[src/alu8080_pkg.sv]
// Shared types and constants for the 8080-style ALU pipeline.
// Used by every stage module and by the top level; depends on nothing.
package alu8080_pkg;

    typedef enum logic [4:0] {
        OP_ADD = 5'd0,
        OP_ADC = 5'd1,
        OP_SUB = 5'd2,
        OP_SBB = 5'd3,
        OP_ANA = 5'd4,
        OP_XRA = 5'd5,
        OP_ORA = 5'd6,
        OP_CMP = 5'd7,
        OP_INR = 5'd8,
        OP_DCR = 5'd9,
        OP_RLC = 5'd10,
        OP_RRC = 5'd11,
        OP_RAL = 5'd12,
        OP_RAR = 5'd13,
        OP_DAA = 5'd14,
        OP_CMA = 5'd15,
        OP_STC = 5'd16,
        OP_CMC = 5'd17
    } t_opcode;

    localparam logic [7:0] BCD_MAX    = 8'h99;
    localparam logic [3:0] DIGIT_MAX  = 4'h9;
    localparam logic [7:0] DAA_HI_ADJ = 8'h60;
    localparam logic [7:0] DAA_LO_ADJ = 8'h06;
    localparam logic [3:0] NIBBLE_ALL = 4'hF;

    typedef struct packed {
        logic sign;
        logic zero;
        logic aux;
        logic parity;
        logic carry;
    } t_flags;

    // Decoded item handed from the decode stage to the execute stage.
    typedef struct packed {
        t_opcode    op;
        logic [7:0] accum;
        logic [7:0] operand;
        t_flags     flags;
        logic       cin;      // carry or borrow fed into the adder
        logic       daa_hi;   // decimal adjust adds 0x60
        logic       daa_lo;   // decimal adjust adds 0x06
        logic       daa_gt9;  // low digit of the accumulator is above 9
    } t_dec;

    // Executed item handed from the execute stage to the flag stage.
    typedef struct packed {
        logic [7:0] result;
        logic [7:0] fval;     // value that sign, zero and parity are taken from
        logic       zsp;      // sign, zero and parity are updated
        t_flags     flags;
    } t_exe;

    // Packed output word: result, then sign, zero, aux, parity, carry.
    typedef struct packed {
        logic [7:0] result;
        t_flags     flags;
    } t_res;

endpackage

[src/alu8080_decode.sv]
// Decode stage: unpacks the input transaction, decodes the operation and
// precomputes the adder carry-in and the decimal adjust conditions. Uses alu8080_pkg.
module alu8080_decode (
    input  logic                i_clk,
    input  logic                i_rst_n,
    input  logic                i_valid,
    output logic                o_ready,
    input  logic [4:0]          i_opcode,
    input  logic [7:0]          i_accum,
    input  logic [7:0]          i_operand,
    input  alu8080_pkg::t_flags i_flags,
    output logic                o_valid,
    input  logic                i_ready,
    output alu8080_pkg::t_dec   o_dec
);

    logic              r_valid;
    alu8080_pkg::t_dec r_dec;
    alu8080_pkg::t_dec n_dec;

    always_comb begin
        n_dec         = '0;
        n_dec.op      = alu8080_pkg::t_opcode'(i_opcode);
        n_dec.accum   = i_accum;
        n_dec.operand = i_operand;
        n_dec.flags   = i_flags;
        n_dec.cin     = ((n_dec.op == alu8080_pkg::OP_ADC) ||
                         (n_dec.op == alu8080_pkg::OP_SBB)) ? i_flags.carry : 1'b0;
        n_dec.daa_gt9 = (i_accum[3:0] > alu8080_pkg::DIGIT_MAX);
        n_dec.daa_hi  = i_flags.carry || (i_accum > alu8080_pkg::BCD_MAX);
        n_dec.daa_lo  = i_flags.aux || n_dec.daa_gt9;
    end

    assign o_ready = !r_valid || i_ready;

    always_ff @(posedge i_clk) begin
        if (!i_rst_n) begin
            r_valid <= 1'b0;
        end else if (o_ready) begin
            r_valid <= i_valid;
        end
    end

    always_ff @(posedge i_clk) begin
        if (o_ready && i_valid) begin
            r_dec <= n_dec;
        end
    end

    assign o_valid = r_valid;
    assign o_dec   = r_dec;

endmodule

[src/alu8080_exec.sv]
// Execute stage: adder, logic unit, rotates and decimal adjust. Produces the
// result, the carry and aux flags, and the value for the later flag stage. Uses alu8080_pkg.
module alu8080_exec (
    input  logic              i_clk,
    input  logic              i_rst_n,
    input  logic              i_valid,
    output logic              o_ready,
    input  alu8080_pkg::t_dec i_dec,
    output logic              o_valid,
    input  logic              i_ready,
    output alu8080_pkg::t_exe o_exe
);

    logic              r_valid;
    alu8080_pkg::t_exe r_exe;
    alu8080_pkg::t_exe n_exe;
    logic [8:0]        w_sum;
    logic [8:0]        w_diff;
    logic [7:0]        w_a;
    logic [7:0]        w_v;

    assign w_a    = i_dec.accum;
    assign w_v    = i_dec.operand;
    assign w_sum  = {1'b0, w_a} + {1'b0, w_v} + {8'b0, i_dec.cin};
    assign w_diff = {1'b0, w_a} - {1'b0, w_v} - {8'b0, i_dec.cin};

    always_comb begin
        n_exe        = '0;
        n_exe.result = w_a;
        n_exe.fval   = w_a;
        n_exe.zsp    = 1'b0;
        n_exe.flags  = i_dec.flags;
        case (i_dec.op)
            alu8080_pkg::OP_ADD, alu8080_pkg::OP_ADC: begin
                n_exe.result      = w_sum[7:0];
                n_exe.fval        = w_sum[7:0];
                n_exe.flags.aux   = w_sum[4] ^ w_a[4] ^ w_v[4];
                n_exe.flags.carry = w_sum[8];
                n_exe.zsp         = 1'b1;
            end
            alu8080_pkg::OP_SUB, alu8080_pkg::OP_SBB, alu8080_pkg::OP_CMP: begin
                // Compare keeps the accumulator and only updates the flags.
                n_exe.result      = (i_dec.op == alu8080_pkg::OP_CMP) ? w_a : w_diff[7:0];
                n_exe.fval        = w_diff[7:0];
                n_exe.flags.aux   = ~(w_diff[4] ^ w_a[4] ^ w_v[4]);
                n_exe.flags.carry = w_diff[8];
                n_exe.zsp         = 1'b1;
            end
            alu8080_pkg::OP_ANA: begin
                n_exe.result      = w_a & w_v;
                n_exe.fval        = w_a & w_v;
                n_exe.flags.aux   = w_a[3] | w_v[3];
                n_exe.flags.carry = 1'b0;
                n_exe.zsp         = 1'b1;
            end
            alu8080_pkg::OP_XRA: begin
                n_exe.result      = w_a ^ w_v;
                n_exe.fval        = w_a ^ w_v;
                n_exe.flags.aux   = 1'b0;
                n_exe.flags.carry = 1'b0;
                n_exe.zsp         = 1'b1;
            end
            alu8080_pkg::OP_ORA: begin
                n_exe.result      = w_a | w_v;
                n_exe.fval        = w_a | w_v;
                n_exe.flags.aux   = 1'b0;
                n_exe.flags.carry = 1'b0;
                n_exe.zsp         = 1'b1;
            end
            alu8080_pkg::OP_INR: begin
                n_exe.result    = w_v + 8'd1;
                n_exe.fval      = w_v + 8'd1;
                n_exe.flags.aux = (w_v[3:0] == alu8080_pkg::NIBBLE_ALL);
                n_exe.zsp       = 1'b1;
            end
            alu8080_pkg::OP_DCR: begin
                // The new low digit is 0xF only when the old one was zero.
                n_exe.result    = w_v - 8'd1;
                n_exe.fval      = w_v - 8'd1;
                n_exe.flags.aux = (w_v[3:0] != 4'h0);
                n_exe.zsp       = 1'b1;
            end
            alu8080_pkg::OP_RLC: begin
                n_exe.result      = {w_a[6:0], w_a[7]};
                n_exe.flags.carry = w_a[7];
            end
            alu8080_pkg::OP_RRC: begin
                n_exe.result      = {w_a[0], w_a[7:1]};
                n_exe.flags.carry = w_a[0];
            end
            alu8080_pkg::OP_RAL: begin
                n_exe.result      = {w_a[6:0], i_dec.flags.carry};
                n_exe.flags.carry = w_a[7];
            end
            alu8080_pkg::OP_RAR: begin
                n_exe.result      = {i_dec.flags.carry, w_a[7:1]};
                n_exe.flags.carry = w_a[0];
            end
            alu8080_pkg::OP_DAA: begin
                n_exe.result = w_a + (i_dec.daa_hi ? alu8080_pkg::DAA_HI_ADJ : 8'h00)
                                   + (i_dec.daa_lo ? alu8080_pkg::DAA_LO_ADJ : 8'h00);
                n_exe.fval   = n_exe.result;
                if (i_dec.daa_hi) begin
                    n_exe.flags.carry = 1'b1;
                end
                if (i_dec.daa_lo) begin
                    n_exe.flags.aux = i_dec.daa_gt9;
                end
                n_exe.zsp = 1'b1;
            end
            alu8080_pkg::OP_CMA: begin
                n_exe.result = ~w_a;
            end
            alu8080_pkg::OP_STC: begin
                n_exe.flags.carry = 1'b1;
            end
            alu8080_pkg::OP_CMC: begin
                n_exe.flags.carry = ~i_dec.flags.carry;
            end
            default: begin
                // Unassigned codes leave everything unchanged.
                n_exe.result = w_a;
            end
        endcase
    end

    assign o_ready = !r_valid || i_ready;

    always_ff @(posedge i_clk) begin
        if (!i_rst_n) begin
            r_valid <= 1'b0;
        end else if (o_ready) begin
            r_valid <= i_valid;
        end
    end

    always_ff @(posedge i_clk) begin
        if (o_ready && i_valid) begin
            r_exe <= n_exe;
        end
    end

    assign o_valid = r_valid;
    assign o_exe   = r_exe;

endmodule

[src/alu8080_flags.sv]
// Flag stage and output register: derives sign, zero and parity from the
// executed value and holds the finished transaction for the output. Uses alu8080_pkg.
module alu8080_flags (
    input  logic              i_clk,
    input  logic              i_rst_n,
    input  logic              i_valid,
    output logic              o_ready,
    input  alu8080_pkg::t_exe i_exe,
    output logic              o_valid,
    input  logic              i_ready,
    output alu8080_pkg::t_res o_res
);

    logic              r_valid;
    alu8080_pkg::t_res r_res;
    alu8080_pkg::t_res n_res;

    always_comb begin
        n_res.result = i_exe.result;
        n_res.flags  = i_exe.flags;
        if (i_exe.zsp) begin
            n_res.flags.sign   = i_exe.fval[7];
            n_res.flags.zero   = (i_exe.fval == 8'h00);
            n_res.flags.parity = ~(^i_exe.fval);
        end
    end

    assign o_ready = !r_valid || i_ready;

    always_ff @(posedge i_clk) begin
        if (!i_rst_n) begin
            r_valid <= 1'b0;
        end else if (o_ready) begin
            r_valid <= i_valid;
        end
    end

    always_ff @(posedge i_clk) begin
        if (o_ready && i_valid) begin
            r_res <= n_res;
        end
    end

    assign o_valid = r_valid;
    assign o_res   = r_res;

endmodule

[src/cpu8080_alu_flags.sv]
// 8080-style 8-bit ALU with flag logic, built as a three-stage pipeline
// (decode, execute, flags). It takes one transaction per clock cycle unless the
// output stalls; each result passes the decode, execute and flag registers.
// Each stage holds one transaction, so up to three are in flight and a stall
// on the output backs up stage by stage without losing or repeating anything.
// Operations without a defined code pass the accumulator and all flags through.
module cpu8080_alu_flags (
    input  logic        i_clk,
    input  logic        i_rst_n,
    input  logic        s_axis_tvalid,
    output logic        s_axis_tready,
    // opcode[4:0], accum[12:5], operand[20:13], sign_in[21], zero_in[22],
    // aux_in[23], parity_in[24], carry_in[25], zero fill[31:26]
    input  logic [31:0] s_axis_tdata,
    output logic        m_axis_tvalid,
    input  logic        m_axis_tready,
    // result[7:0], sign_out[8], zero_out[9], aux_out[10], parity_out[11],
    // carry_out[12], zero fill[15:13]
    output logic [15:0] m_axis_tdata
);

    alu8080_pkg::t_flags w_in_flags;
    alu8080_pkg::t_dec   w_dec;
    alu8080_pkg::t_exe   w_exe;
    alu8080_pkg::t_res   w_res;
    logic                w_dec_valid;
    logic                w_dec_ready;
    logic                w_exe_valid;
    logic                w_exe_ready;

    assign w_in_flags.sign   = s_axis_tdata[21];
    assign w_in_flags.zero   = s_axis_tdata[22];
    assign w_in_flags.aux    = s_axis_tdata[23];
    assign w_in_flags.parity = s_axis_tdata[24];
    assign w_in_flags.carry  = s_axis_tdata[25];

    alu8080_decode u_decode (
        .i_clk     (i_clk),
        .i_rst_n   (i_rst_n),
        .i_valid   (s_axis_tvalid),
        .o_ready   (s_axis_tready),
        .i_opcode  (s_axis_tdata[4:0]),
        .i_accum   (s_axis_tdata[12:5]),
        .i_operand (s_axis_tdata[20:13]),
        .i_flags   (w_in_flags),
        .o_valid   (w_dec_valid),
        .i_ready   (w_dec_ready),
        .o_dec     (w_dec)
    );

    alu8080_exec u_exec (
        .i_clk   (i_clk),
        .i_rst_n (i_rst_n),
        .i_valid (w_dec_valid),
        .o_ready (w_dec_ready),
        .i_dec   (w_dec),
        .o_valid (w_exe_valid),
        .i_ready (w_exe_ready),
        .o_exe   (w_exe)
    );

    alu8080_flags u_flags (
        .i_clk   (i_clk),
        .i_rst_n (i_rst_n),
        .i_valid (w_exe_valid),
        .o_ready (w_exe_ready),
        .i_exe   (w_exe),
        .o_valid (m_axis_tvalid),
        .i_ready (m_axis_tready),
        .o_res   (w_res)
    );

    assign m_axis_tdata = {3'b000, w_res.flags.carry, w_res.flags.parity, w_res.flags.aux,
                           w_res.flags.zero, w_res.flags.sign, w_res.result};

    // The input side only stalls when every stage holds a transaction.
    a_full_on_stall : assert property (@(posedge i_clk) disable iff (!i_rst_n)
        !s_axis_tready |-> (w_dec_valid && w_exe_valid && m_axis_tvalid))
        else $error("input stalled while a pipeline stage was empty");

    // An accepted transaction always lands in the decode stage.
    a_accept_lands : assert property (@(posedge i_clk) disable iff (!i_rst_n)
        (s_axis_tvalid && s_axis_tready) |=> w_dec_valid)
        else $error("accepted transaction did not reach the decode stage");

    // A stalled execute stage keeps its transaction.
    a_exec_holds : assert property (@(posedge i_clk) disable iff (!i_rst_n)
        (w_exe_valid && !w_exe_ready) |=> (w_exe_valid && $stable(w_exe)))
        else $error("execute stage dropped or changed a stalled transaction");

endmodule

[config.mk]
export PLATFORM = sky130hd
export DESIGN_NAME = cpu8080_alu_flags
export DESIGN_NICKNAME = d
export VERILOG_FILES = /design/src/alu8080_pkg.sv /design/src/alu8080_decode.sv /design/src/alu8080_exec.sv /design/src/alu8080_flags.sv /design/src/cpu8080_alu_flags.sv
export SDC_FILE = /design/constraint.sdc
export NUM_CORES = 1
export LEC_CHECK = 0
export ABC_AREA = 1
export BUFFER_PORTS_ARGS = -buffer_cell sky130_fd_sc_hd__buf_2
export CELL_PAD_IN_SITES_DETAIL_PLACEMENT = 0
export CELL_PAD_IN_SITES_GLOBAL_PLACEMENT = 1
export CORE_MARGIN = 8
export CORE_UTILIZATION = 45
export CTS_BUF_LIST = sky130_fd_sc_hd__clkbuf_4
export DETAILED_ROUTE_END_ITERATION = 8
export PLACE_DENSITY = 0.8
export REMOVE_ABC_BUFFERS = 1
export SETUP_SLACK_MARGIN = 0.2
export SLEW_MARGIN = 20
export SYNTH_ARGS = -nofsm -noshare
export SYNTH_HDL_FRONTEND = slang
export SYNTH_SLANG_ARGS = --single-unit
export TNS_END_PERCENT = 10
[constraint.sdc]
create_clock -name i_clk -period 2.9 [get_ports i_clk]
set_clock_uncertainty 0.2 [all_clocks]
set_input_delay 0.29 -clock i_clk [delete_from_list [all_inputs] [get_ports i_clk]]
set_output_delay 0.29 -clock i_clk [all_outputs]
set_load 0.05 [all_outputs]
==> results of run 1 <==
-- cell families (layout without fill, tap and decap cells) --
group / after synthesis / after routing / synth area share
AOI/OAI and AO/OA: 54 / 54 / 0.0590
DFF: 68 / 68 / 0.387
adders and majority gates: 46 / 46 / 0.118
xor gates and xnor gates: 7 / 7 / 0.0118
other: 1 / 4 / 0.000722
buffers and inverters: 116 / 224 / 0.0862
and+or+nand+nor: 393 / 393 / 0.337
-- area by class of cell --
| class | instances | share of cell area |
|---|---|---|
| flip-flops and latches | 68 | 0.321 |
| clock buffers | 9 | 0.0108 |
| multi-input cells | 503 | 0.449 |
| well taps | 143 | 0.0285 |
| repair buffers | 100 | 0.115 |
| clock inverters | 7 | 0.0106 |
| inverters | 108 | 0.0647 |
| diodes | 1 | 0.000399 |
-- registers in the layout, indices dropped and copies added, names as in the netlist --
signal,count
u_decode.o_dec,30
u_decode.o_valid,1
u_exec.o_exe,22
u_exec.o_valid,1
u_flags.o_res,13
u_flags.o_valid,1
-- through the flow --
step,setup WS (ns),instance area (sq um),util,power (W)
2_1_floorplan,0.416,5160,-,0.00161
6_report,0.184,6270,0.554,0.00249
5_1_grt,0.124,6270,0.554,0.00262
3_3_place_gp,0.146,5740,0.507,0.00182
3_5_place_dp,0.150,5740,0.507,0.00182
4_1_cts,0.184,6200,0.547,0.00248
-- layer usage --
metal | vias to the layer above | track usage | share of wire
met5 | - | 0 | 0
met4 | 0 | 0.125 | 0.045
met3 | 37 | 0.0425 | 0.075
met2 | 193 | 0.364 | 0.45
met1 | 2220 | 0.287 | 0.43
li1 | 2463 | - | -
-- path summary, 6_finish.rpt --
check	depth (start not counted)	to	from
setup / recovery	14	u_exec.o_exe[13]	u_decode.o_dec[9]
hold / removal	0	u_flags.o_res[2]	u_exec.o_exe[2]
setup reg to reg	14	u_exec.o_exe[13]	u_decode.o_dec[9]
hold reg to reg	0	u_flags.o_res[2]	u_exec.o_exe[2]
-- timing repair --
item / in CTS / in global routing
setup endpoints to repair: 4 / 15
pin swaps: 0 / 7
hold endpoints to repair: 33 / 0
hold buffers: 31 / 0
resized for setup: 2 / 20
setup buffers: 1 / 0
-- cells in the mapped netlist (2+ instances only) --
cell       instances
nand3b_1           8
clkbuf_1           4
nand3_1           68
nor3_1            10
o21ai_1            3
o21ai_0           18
a21oi_1           21
edfxtp_1          65
inv_1             98
nor3b_1            2
o211ai_1           3
fa_1               5
nor2_4             3
o2111ai_1          2
nor2_1            72
xnor2_1            4
or2_2              2
nor2_2             6
ha_1              41
dfxtp_1            3
nand4_1           22
nor4_1             2
nand2_1          191
inv_2             10
xor2_1             3
buf_4              3
nand2_2            5
-- power by group through the flow --
| stage | sequential, W | combinational (W) | clock [W] |
|---|---|---|---|
| floorplan | 0.00122 | 0.000389 | 0 |
| global placement | 0.00119 | 0.000624 | 0 |
| detailed placement | 0.00119 | 0.000629 | 0 |
| CTS | 0.00117 | 0.000667 | 0.000643 |
| global route | 0.00118 | 0.000766 | 0.000682 |
| finish | 0.00117 | 0.000694 | 0.000626 |
==> flow_metrics.tcl, run 1 <==
set metrics [dict create \
    timing.critical_path.cells "buf_6 > fa_2 > inv_2 > ha_4 > inv_2 > nand2_2 > nand2_2 > nand2_2 > nand2_2 > nand3b_1 > nand3_1 > nand2_1 > nor2_1 > nand3b_1" \
    insertion_delay_ns 0.46 \
    synth_enable_flop_cells 65 \
    dieWidth_um 123 \
    seq_power_share 0.470 \
    synth_top_area_frac 0.376 \
    final_common_cell "nand2_1" \
    most-common-layout-cells "nand2_1 (187), inv_1 (93), nor2_1 (71)" \
    grt_setup_unrepaired "yes" \
    ys.warnings.count 0 \
    synth_ff_type "edfxtp_1" \
    critPathCaptureType "register" \
    final_layout_size_suffix_gt1_frac 0.164 \
    sw_frac_of_total 0.337 \
    drt-pass1-iter-count 5 \
    timing.final.setup_violations 0 \
    total_leakage_power_nw 3.01 \
    coreArea_sq_mm 0.0113 \
    first_global_vias 4650 \
    grtUsageTotal 0.228 \
    tritoncts.num_buffers 9 \
    netlist_top_cells_area "edfxtp_1 (38%), nand2_1 (14%), ha_1 (9.9%), inv_1 (7.1%), nand3_1 (6.6%)" \
    syn_area_per_cell_sq_um 7.58 \
    final_net_count 872 \
    grt_start_max_net_pins 31 \
    cts-htree-levels 3 \
    post_synth_instance_area_sq_mm 0.00519 \
    cts_root_buf "clkbuf_4" \
    p_int_w 0.00165 \
    timing.critical_path.slowest_cell_delay_ns 0.60 \
    maxSlewHeadroom 0.474 \
    hold-worst-slack_ns 0.232 \
    final_max_slew_viol_count 0 \
    clk_pin_slew_worst_paths_ns 0.11 \
    via_count 4913 \
    tritoncts "built" \
    crit_required_ns 2.91 \
    synth_sequential_area_ratio 0.387 \
    grt_pass1_wl_um 25300 \
    share_clk_of_total_power 0.251 \
    critical_path_s_top_delay_family "simple AND/OR/NAND/NOR gates" \
    hold_path.class "reg -> reg" \
    outcome "finished clean" \
    power_per_cell_area_mw_per_mm2 398 \
    cts_sinks 68 \
    start_util 0.459 \
    drtIter0Drc 482 \
    antenna_left 0 \
    drc 0 \
    cts-root-to-sink-buffers 2 \
    layout_min_cycle_time_ns 2.72 \
    setup.reg_to_reg.worst_slack_ns 0.18 \
    dpl.hpwl_um 13300 \
    crit_type "reg -> reg" \
    netlist_instances 685 \
    irDropWorstVdd_uv 257 \
    max_cap_violations 0 \
    drt-total-wl_um 16800 \
    antenna_found_initial 1 \
    dp.cells 890 \
    critical_path.startpoint_type "register" \
    numPortBuffers 44 \
    share_comb_of_total_power 0.279 \
    design.portCount 54 \
    synthDominantAreaCellType "edfxtp_1" \
    grt-ovfl-total 0 \
    rows 39 \
    area.sequential_sq_mm 0.00201 \
    power.switching_w 0.000839 \
    worst-path-buf-inv 3 \
    routabilityCongestion 0.970 \
    crit_path_most_repeated_cell "nand2_2" \
    crit_path_top_delay_cell "fa_2" \
    synthDistinctLibCells 38 \
    nFillCells 1098 \
    multi_input_comb_area_sq_mm 0.00281 \
    tightestPinTransition_ns 0.788 \
    finalCritPeriodShare 0.937 \
    cp_data_arrival_time_ns 2.72 \
    max_freq_mhz 368 \
    detailed_route_vias_per_instance 5.23 \
    die-height_um 123 \
    dieArea_sq_mm 0.0152 \
    critPathMaxFanout 3 \
    detail_route.wl_per_cell_um 17.9 \
    area.growth.synth_to_final_pct 20.7 \
    hold_viol 0 \
    fin_cells 939 \
    setup_tns_ns 0 \
    synth-async-reset-ratio 0 \
    synth_register_bits 68 \
]
No activity file was read; power rests on OpenSTA's default activity.
==> inputs of run 2 (changes only) <==
--- a/config.mk
+++ b/config.mk
@@ -6,7 +6,7 @@
 export NUM_CORES = 1
 export LEC_CHECK = 0
 export ABC_AREA = 1
-export BUFFER_PORTS_ARGS = -buffer_cell sky130_fd_sc_hd__buf_2
+export BUFFER_PORTS_ARGS = -buffer_cell sky130_fd_sc_hd__clkbuf_2
 export CELL_PAD_IN_SITES_DETAIL_PLACEMENT = 0
 export CELL_PAD_IN_SITES_GLOBAL_PLACEMENT = 1
 export CORE_MARGIN = 8
==> flow_metrics.tcl, run 2 (same netlist as run 1, synthesis figures left out) <==
set metrics [dict create \
    outcome "finished clean" \
    coreArea_sq_mm 0.0113 \
    setup.reg_to_reg.worst_slack_ns 0.21 \
    drc 0 \
    grt_use_met3 0.0543 \
    drt-total-wl_um 16700 \
    detail_route.wl_per_cell_um 17.8 \
    grt_setup_unrepaired "yes" \
    grt_pass1_wl_um 25700 \
    antenna_left 0 \
    tightestPinTransition_ns 0.764 \
    dieArea_sq_mm 0.0152 \
    start_util 0.459 \
    finalCritPeriodShare 0.928 \
    cp_data_arrival_time_ns 2.72 \
    cts-htree-levels 3 \
    crit_required_ns 2.93 \
    tritoncts.num_buffers 9 \
    most-common-layout-cells "nand2_1 (186), inv_1 (97), nor2_1 (70)" \
    largest_register_ffs 30 \
    rr_worst_depth 11 \
    maxSlewHeadroom 0.490 \
    setup_tns_ns 0 \
    cts-root-to-sink-buffers 2 \
    endpoint "u_exec.o_exe[18]" \
    final_layout_size_suffix_gt1_frac 0.160 \
    area.growth.synth_to_final_pct 19.9 \
    layout_min_cycle_time_ns 2.69 \
    die-height_um 123 \
    hold_path.class "reg -> reg" \
    hold_viol 0 \
    design.portCount 54 \
    max_cap_violations 0 \
    critPathMaxFanout 4 \
    critical_path.startpoint_type "register" \
    dieWidth_um 123 \
    cp-startpoint "u_decode.o_dec[17]" \
    sw_frac_of_total 0.338 \
    grt_start_max_net_pins 31 \
    p_int_w 0.00165 \
    tritoncts "built" \
    max_freq_mhz 372 \
    n_antenna_cell 0 \
    numPortBuffers 44 \
    met2_usage 0.370 \
    first_global_vias 4753 \
    cts_sinks 68 \
    power.switching_w 0.000844 \
    regToRegEndpoint "u_exec.o_exe[18]" \
    irDropWorstVdd_uv 324 \
    grtUsageTotal 0.229 \
    drtIter0Drc 372 \
    dpl.hpwl_um 13400 \
    clk_pin_slew_worst_paths_ns 0.13 \
    final_common_cell "nand2_1" \
    timing.final.setup_violations 0 \
    final_max_slew_viol_count 0 \
    antenna_found_initial 0 \
    grt-ovfl-total 0 \
    grt_peak_use_layer "met2" \
    share_clk_of_total_power 0.259 \
    critical_path.reg2reg.startpoint "u_decode.o_dec[17]" \
    crit_type "reg -> reg" \
    post-layout-total-power_w 0.00250 \
    cts_root_buf "clkbuf_4" \
    share_comb_of_total_power 0.272 \
    critPathCaptureType "register" \
    via_count 4945 \
    drt-pass1-iter-count 5 \
    power_per_cell_area_mw_per_mm2 401 \
    seq_power_share 0.469 \
    grtUsageMet1 0.282 \
    routabilityCongestion 0.989 \
    final_net_count 872 \
    total_leakage_power_nw 3.04 \
    detailed_route_vias_per_instance 5.27 \
    rows 39 \
    insertion_delay_ns 0.47 \
]
## run 2: worst min path at each step
stage	start	depth (start not counted)	slack, ns	endpoint
after floorplan	s_axis_tdata[14]	0	0.19	u_decode.o_dec[10]
after global placement	u_exec.o_exe[17]	0	0.20	u_flags.o_res[8]
after detailed placement	u_decode.o_dec[5]	0	0.20	u_exec.o_exe[1]
after CTS	u_decode.o_dec[5]	0	0.23	u_exec.o_exe[1]
after global routing	u_exec.o_exe[0]	0	0.24	u_flags.o_res[0]
final	u_exec.o_exe[21]	0	0.23	u_flags.o_res[12]
## run 2: metrics by stage
step	hold slack (ns)	util	cell area [sq um]	worst slack (ns)	std cells
2_1_floorplan	0.189	-	5160	0.416	679
3_3_place_gp	0.201	0.507	5740	0.150	890
3_5_place_dp	0.205	0.507	5740	0.148	890
4_1_cts	0.232	0.545	6170	0.208	935
5_1_grt	0.243	0.550	6230	0.0672	938
6_report	0.233	0.550	6230	0.210	938
## run 2: critical path: stages (launching register included)
cell	delay, ns
edfxtp_1	0.50
buf_4	0.18
fa_2	0.37
fa_2	0.40
nand3_1	0.12
nand3b_1	0.13
nand2_2	0.11
nor2_1	0.05
nor2_1	0.11
nand3_1	0.12
nand2_1	0.10
nand2_1	0.05
## run 2: layer usage
metal / vias up / part of all wire
met3: 35 / 0.078
li1: 2457 / -
met1: 2237 / 0.42
met5: - / 0
met4: 0 / 0.038
met2: 216 / 0.46
## run 2: area by class of cell
type | count | area (sq um)
Tap cell | 143 | 179
Clock buffer | 9 | 67.6
Inverter | 108 | 405
Timing Repair Buffer | 100 | 713
Clock inverter | 7 | 75.1
Sequential cell | 68 | 2010
Multi-Input combinational cell | 503 | 2770
Fill cell | 1060 | 5090
## run 2: repair_timing
item,in CTS,in global routing
setup buffers,0,3
hold buffers,29,0
setup endpoints to repair,2,12
endpoints found under the hold margin,33,0
pin swaps,0,4
gates resized for setup,1,11
cloned,0,0
## run 2: power by group through the flow
stage / Combinational, W / Sequential, W / Clock (W)
after floorplan: 0.000389 / 0.00122 / 0
after global placement: 0.000620 / 0.00119 / 0
after detailed placement: 0.000627 / 0.00119 / 0
after CTS: 0.000661 / 0.00117 / 0.000664
after global routing: 0.000755 / 0.00118 / 0.000693
final: 0.000680 / 0.00117 / 0.000647
==> inputs of run 3 (changes only) <==
--- a/config.mk
+++ b/config.mk
@@ -13,7 +13,7 @@
 export CORE_UTILIZATION = 45
 export CTS_BUF_LIST = sky130_fd_sc_hd__clkbuf_4
 export DETAILED_ROUTE_END_ITERATION = 8
-export PLACE_DENSITY = 0.8
+export PLACE_DENSITY = 0.84
 export REMOVE_ABC_BUFFERS = 1
 export SETUP_SLACK_MARGIN = 0.2
 export SLEW_MARGIN = 20
==> flow_metrics.tcl, run 3 (same netlist as run 1, synthesis figures left out) <==
set metrics [dict create \
    outcome "finished clean" \
    antenna_found_initial 0 \
    hold_viol 0 \
    cts_sinks 68 \
    worst_hold_startpoint "m_axis_tready" \
    timing.critical_path.cells "fa_1 > inv_1 > ha_2 > inv_2 > nand2_2 > nand2_2 > nand2_2 > nand2_2 > nand3b_1 > nand3_2 > nand2_2 > nor2_2 > nand3b_1" \
    detail_route.wl_per_cell_um 17.6 \
    antenna_left 0 \
    die-height_um 123 \
    start_util 0.459 \
    power.switching_w 0.000844 \
    insertion_delay_ns 0.44 \
    timing.final.setup_violations 0 \
    final_common_cell "nand2_1" \
    dpl.hpwl_um 13200 \
    regToRegEndpoint "u_exec.o_exe[13]" \
    post-layout-total-power_w 0.00251 \
    drc 0 \
    irDropWorstVdd_uv 317 \
    layout_min_cycle_time_ns 2.69 \
    share_comb_of_total_power 0.277 \
    crit_type "reg -> reg" \
    critPathCaptureType "register" \
    critical_path.reg2reg.startpoint "u_decode.o_dec[17]" \
    cts-root-to-sink-buffers 2 \
    tightestPinTransition_ns 0.784 \
    critPathMaxFanout 3 \
    detailed_route_vias_per_instance 5.37 \
    crit_path_most_repeated_cell "nand2_2" \
    most-common-layout-cells "nand2_1 (186), inv_1 (94), nor2_1 (70)" \
    critical_path.startpoint_type "register" \
    grt_setup_unrepaired "yes" \
    drtIter0Drc 486 \
    max_cap_violations 0 \
    critical_path_s_top_delay_family "simple AND/OR/NAND/NOR gates" \
    dieWidth_um 123 \
    crit_path_top_delay_cell "fa_1" \
    coreArea_sq_mm 0.0113 \
    min_delay_worst_endpoint "u_exec.o_valid" \
    rows 39 \
    maxSlewHeadroom 0.477 \
    n_antenna_cell 0 \
    design.portCount 54 \
    routabilityCongestion 1.06 \
    final_layout_size_suffix_gt1_frac 0.174 \
    tritoncts "built" \
    tritoncts.num_buffers 9 \
    cts-htree-levels 3 \
    first_global_vias 4816 \
    final_net_count 877 \
    crit_required_ns 2.88 \
    drt-total-wl_um 16600 \
    timing.critical_path.slowest_cell_delay_ns 0.63 \
    clk_pin_slew_worst_paths_ns 0.13 \
    setup.reg_to_reg.worst_slack_ns 0.21 \
    total_leakage_power_nw 3.04 \
    grtUsageTotal 0.224 \
    cts_root_buf "clkbuf_4" \
    drt-pass1-iter-count 6 \
    worst-path-buf-inv 2 \
    finalCritPeriodShare 0.928 \
    grt_pass1_wl_um 25300 \
    numPortBuffers 44 \
    final_max_slew_viol_count 0 \
    dieArea_sq_mm 0.0152 \
    grt-ovfl-total 0 \
    cp_data_arrival_time_ns 2.67 \
    p_int_w 0.00166 \
    power_per_cell_area_mw_per_mm2 398 \
    hold_path.class "in -> reg" \
    grt_start_max_net_pins 31 \
    seq_power_share 0.468 \
    min_delay_path_depth 6 \
    via_count 5068 \
    share_clk_of_total_power 0.255 \
    area.growth.synth_to_final_pct 21.2 \
    sw_frac_of_total 0.337 \
    rr_worst_depth 13 \
    largest_register_ffs 30 \
    max_freq_mhz 372 \
    setup_tns_ns 0 \
]
==> run 3: cell count changes in the layout (fill, tap and decap cells not counted), sizes merged <==
cell         delta
inv             -1
buf             +4
clkinv          -3
dlygate4sd3     +1
clkinvlp        +4
==> run 3: worst max-delay path by stage <==
| stage | from | to | slack, ns | depth (start not counted) |
|---|---|---|---|---|
| after floorplan | u_decode.o_dec[9] | u_exec.o_exe[18] | 0.42 | 11 |
| after global placement | u_decode.o_dec[3] | u_exec.o_exe[13] | 0.23 | 13 |
| after detailed placement | u_decode.o_dec[17] | u_exec.o_exe[13] | 0.19 | 13 |
| after CTS | u_decode.o_dec[17] | u_exec.o_exe[13] | 0.20 | 13 |
| after global routing | u_decode.o_dec[17] | u_exec.o_exe[13] | 0.11 | 13 |
| final | u_decode.o_dec[17] | u_exec.o_exe[13] | 0.21 | 13 |
==> run 3: worst min-delay path, cell delays in order <==
cell and delay, ns:
clkbuf_2 0.08, inv_1 0.04, nand2_1 0.07, nor2_1 0.05, inv_1 0.06, a21oi_1 0.06
==> run 3: what timing repair did <==
item | CTS | global route
setup buffers | 1 | 5
setup endpoints to repair | 1 | 10
hold endpoints to repair | 33 | 0
pin swaps | 0 | 7
hold buffers | 30 | 0
gates resized for setup | 0 | 20
cloned | 0 | 0
==> run 3: area by class of cell <==
class | instances | area, sq um
flip-flops and latches | 68 | 2010
inverters | 108 | 409
clock inverters | 7 | 75.1
fillers | 1104 | 5030
well taps | 143 | 179
multi-input cells | 503 | 2800
repair buffers | 105 | 753
clock buffers | 9 | 67.6
==> run 3: stage by stage <==
step | area, sq um | worst slack, ns | instances | util | hold WS, ns
detailed placement | 5750 | 0.191 | 891 | 0.508 | 0.206
global placement | 5750 | 0.227 | 891 | 0.508 | 0.200
CTS | 6200 | 0.197 | 938 | 0.547 | 0.0117
finish | 6290 | 0.209 | 943 | 0.556 | 0.0468
floorplan | 5160 | 0.416 | 679 | - | 0.189
global route | 6290 | 0.110 | 943 | 0.556 | 0.0616
==> run 3: metal layers <==
| metal | GRT usage | part of all wire | vias up |
|---|---|---|---|
| met5 | 0 | 0 | - |
| met3 | 0.0425 | 0.072 | 50 |
| li1 | - | - | 2471 |
| met4 | 0.123 | 0.048 | 0 |
| met2 | 0.358 | 0.46 | 211 |
| met1 | 0.281 | 0.42 | 2336 |
==> run 3: power by group through the flow <==
| stage | registers, W | logic [W] | clock network, W |
|---|---|---|---|
| finish | 0.00117 | 0.000695 | 0.000638 |
| floorplan | 0.00122 | 0.000389 | 0 |
| global placement | 0.00119 | 0.000620 | 0 |
| global route | 0.00118 | 0.000768 | 0.000691 |
| detailed placement | 0.00120 | 0.000628 | 0 |
| CTS | 0.00117 | 0.000663 | 0.000660 |
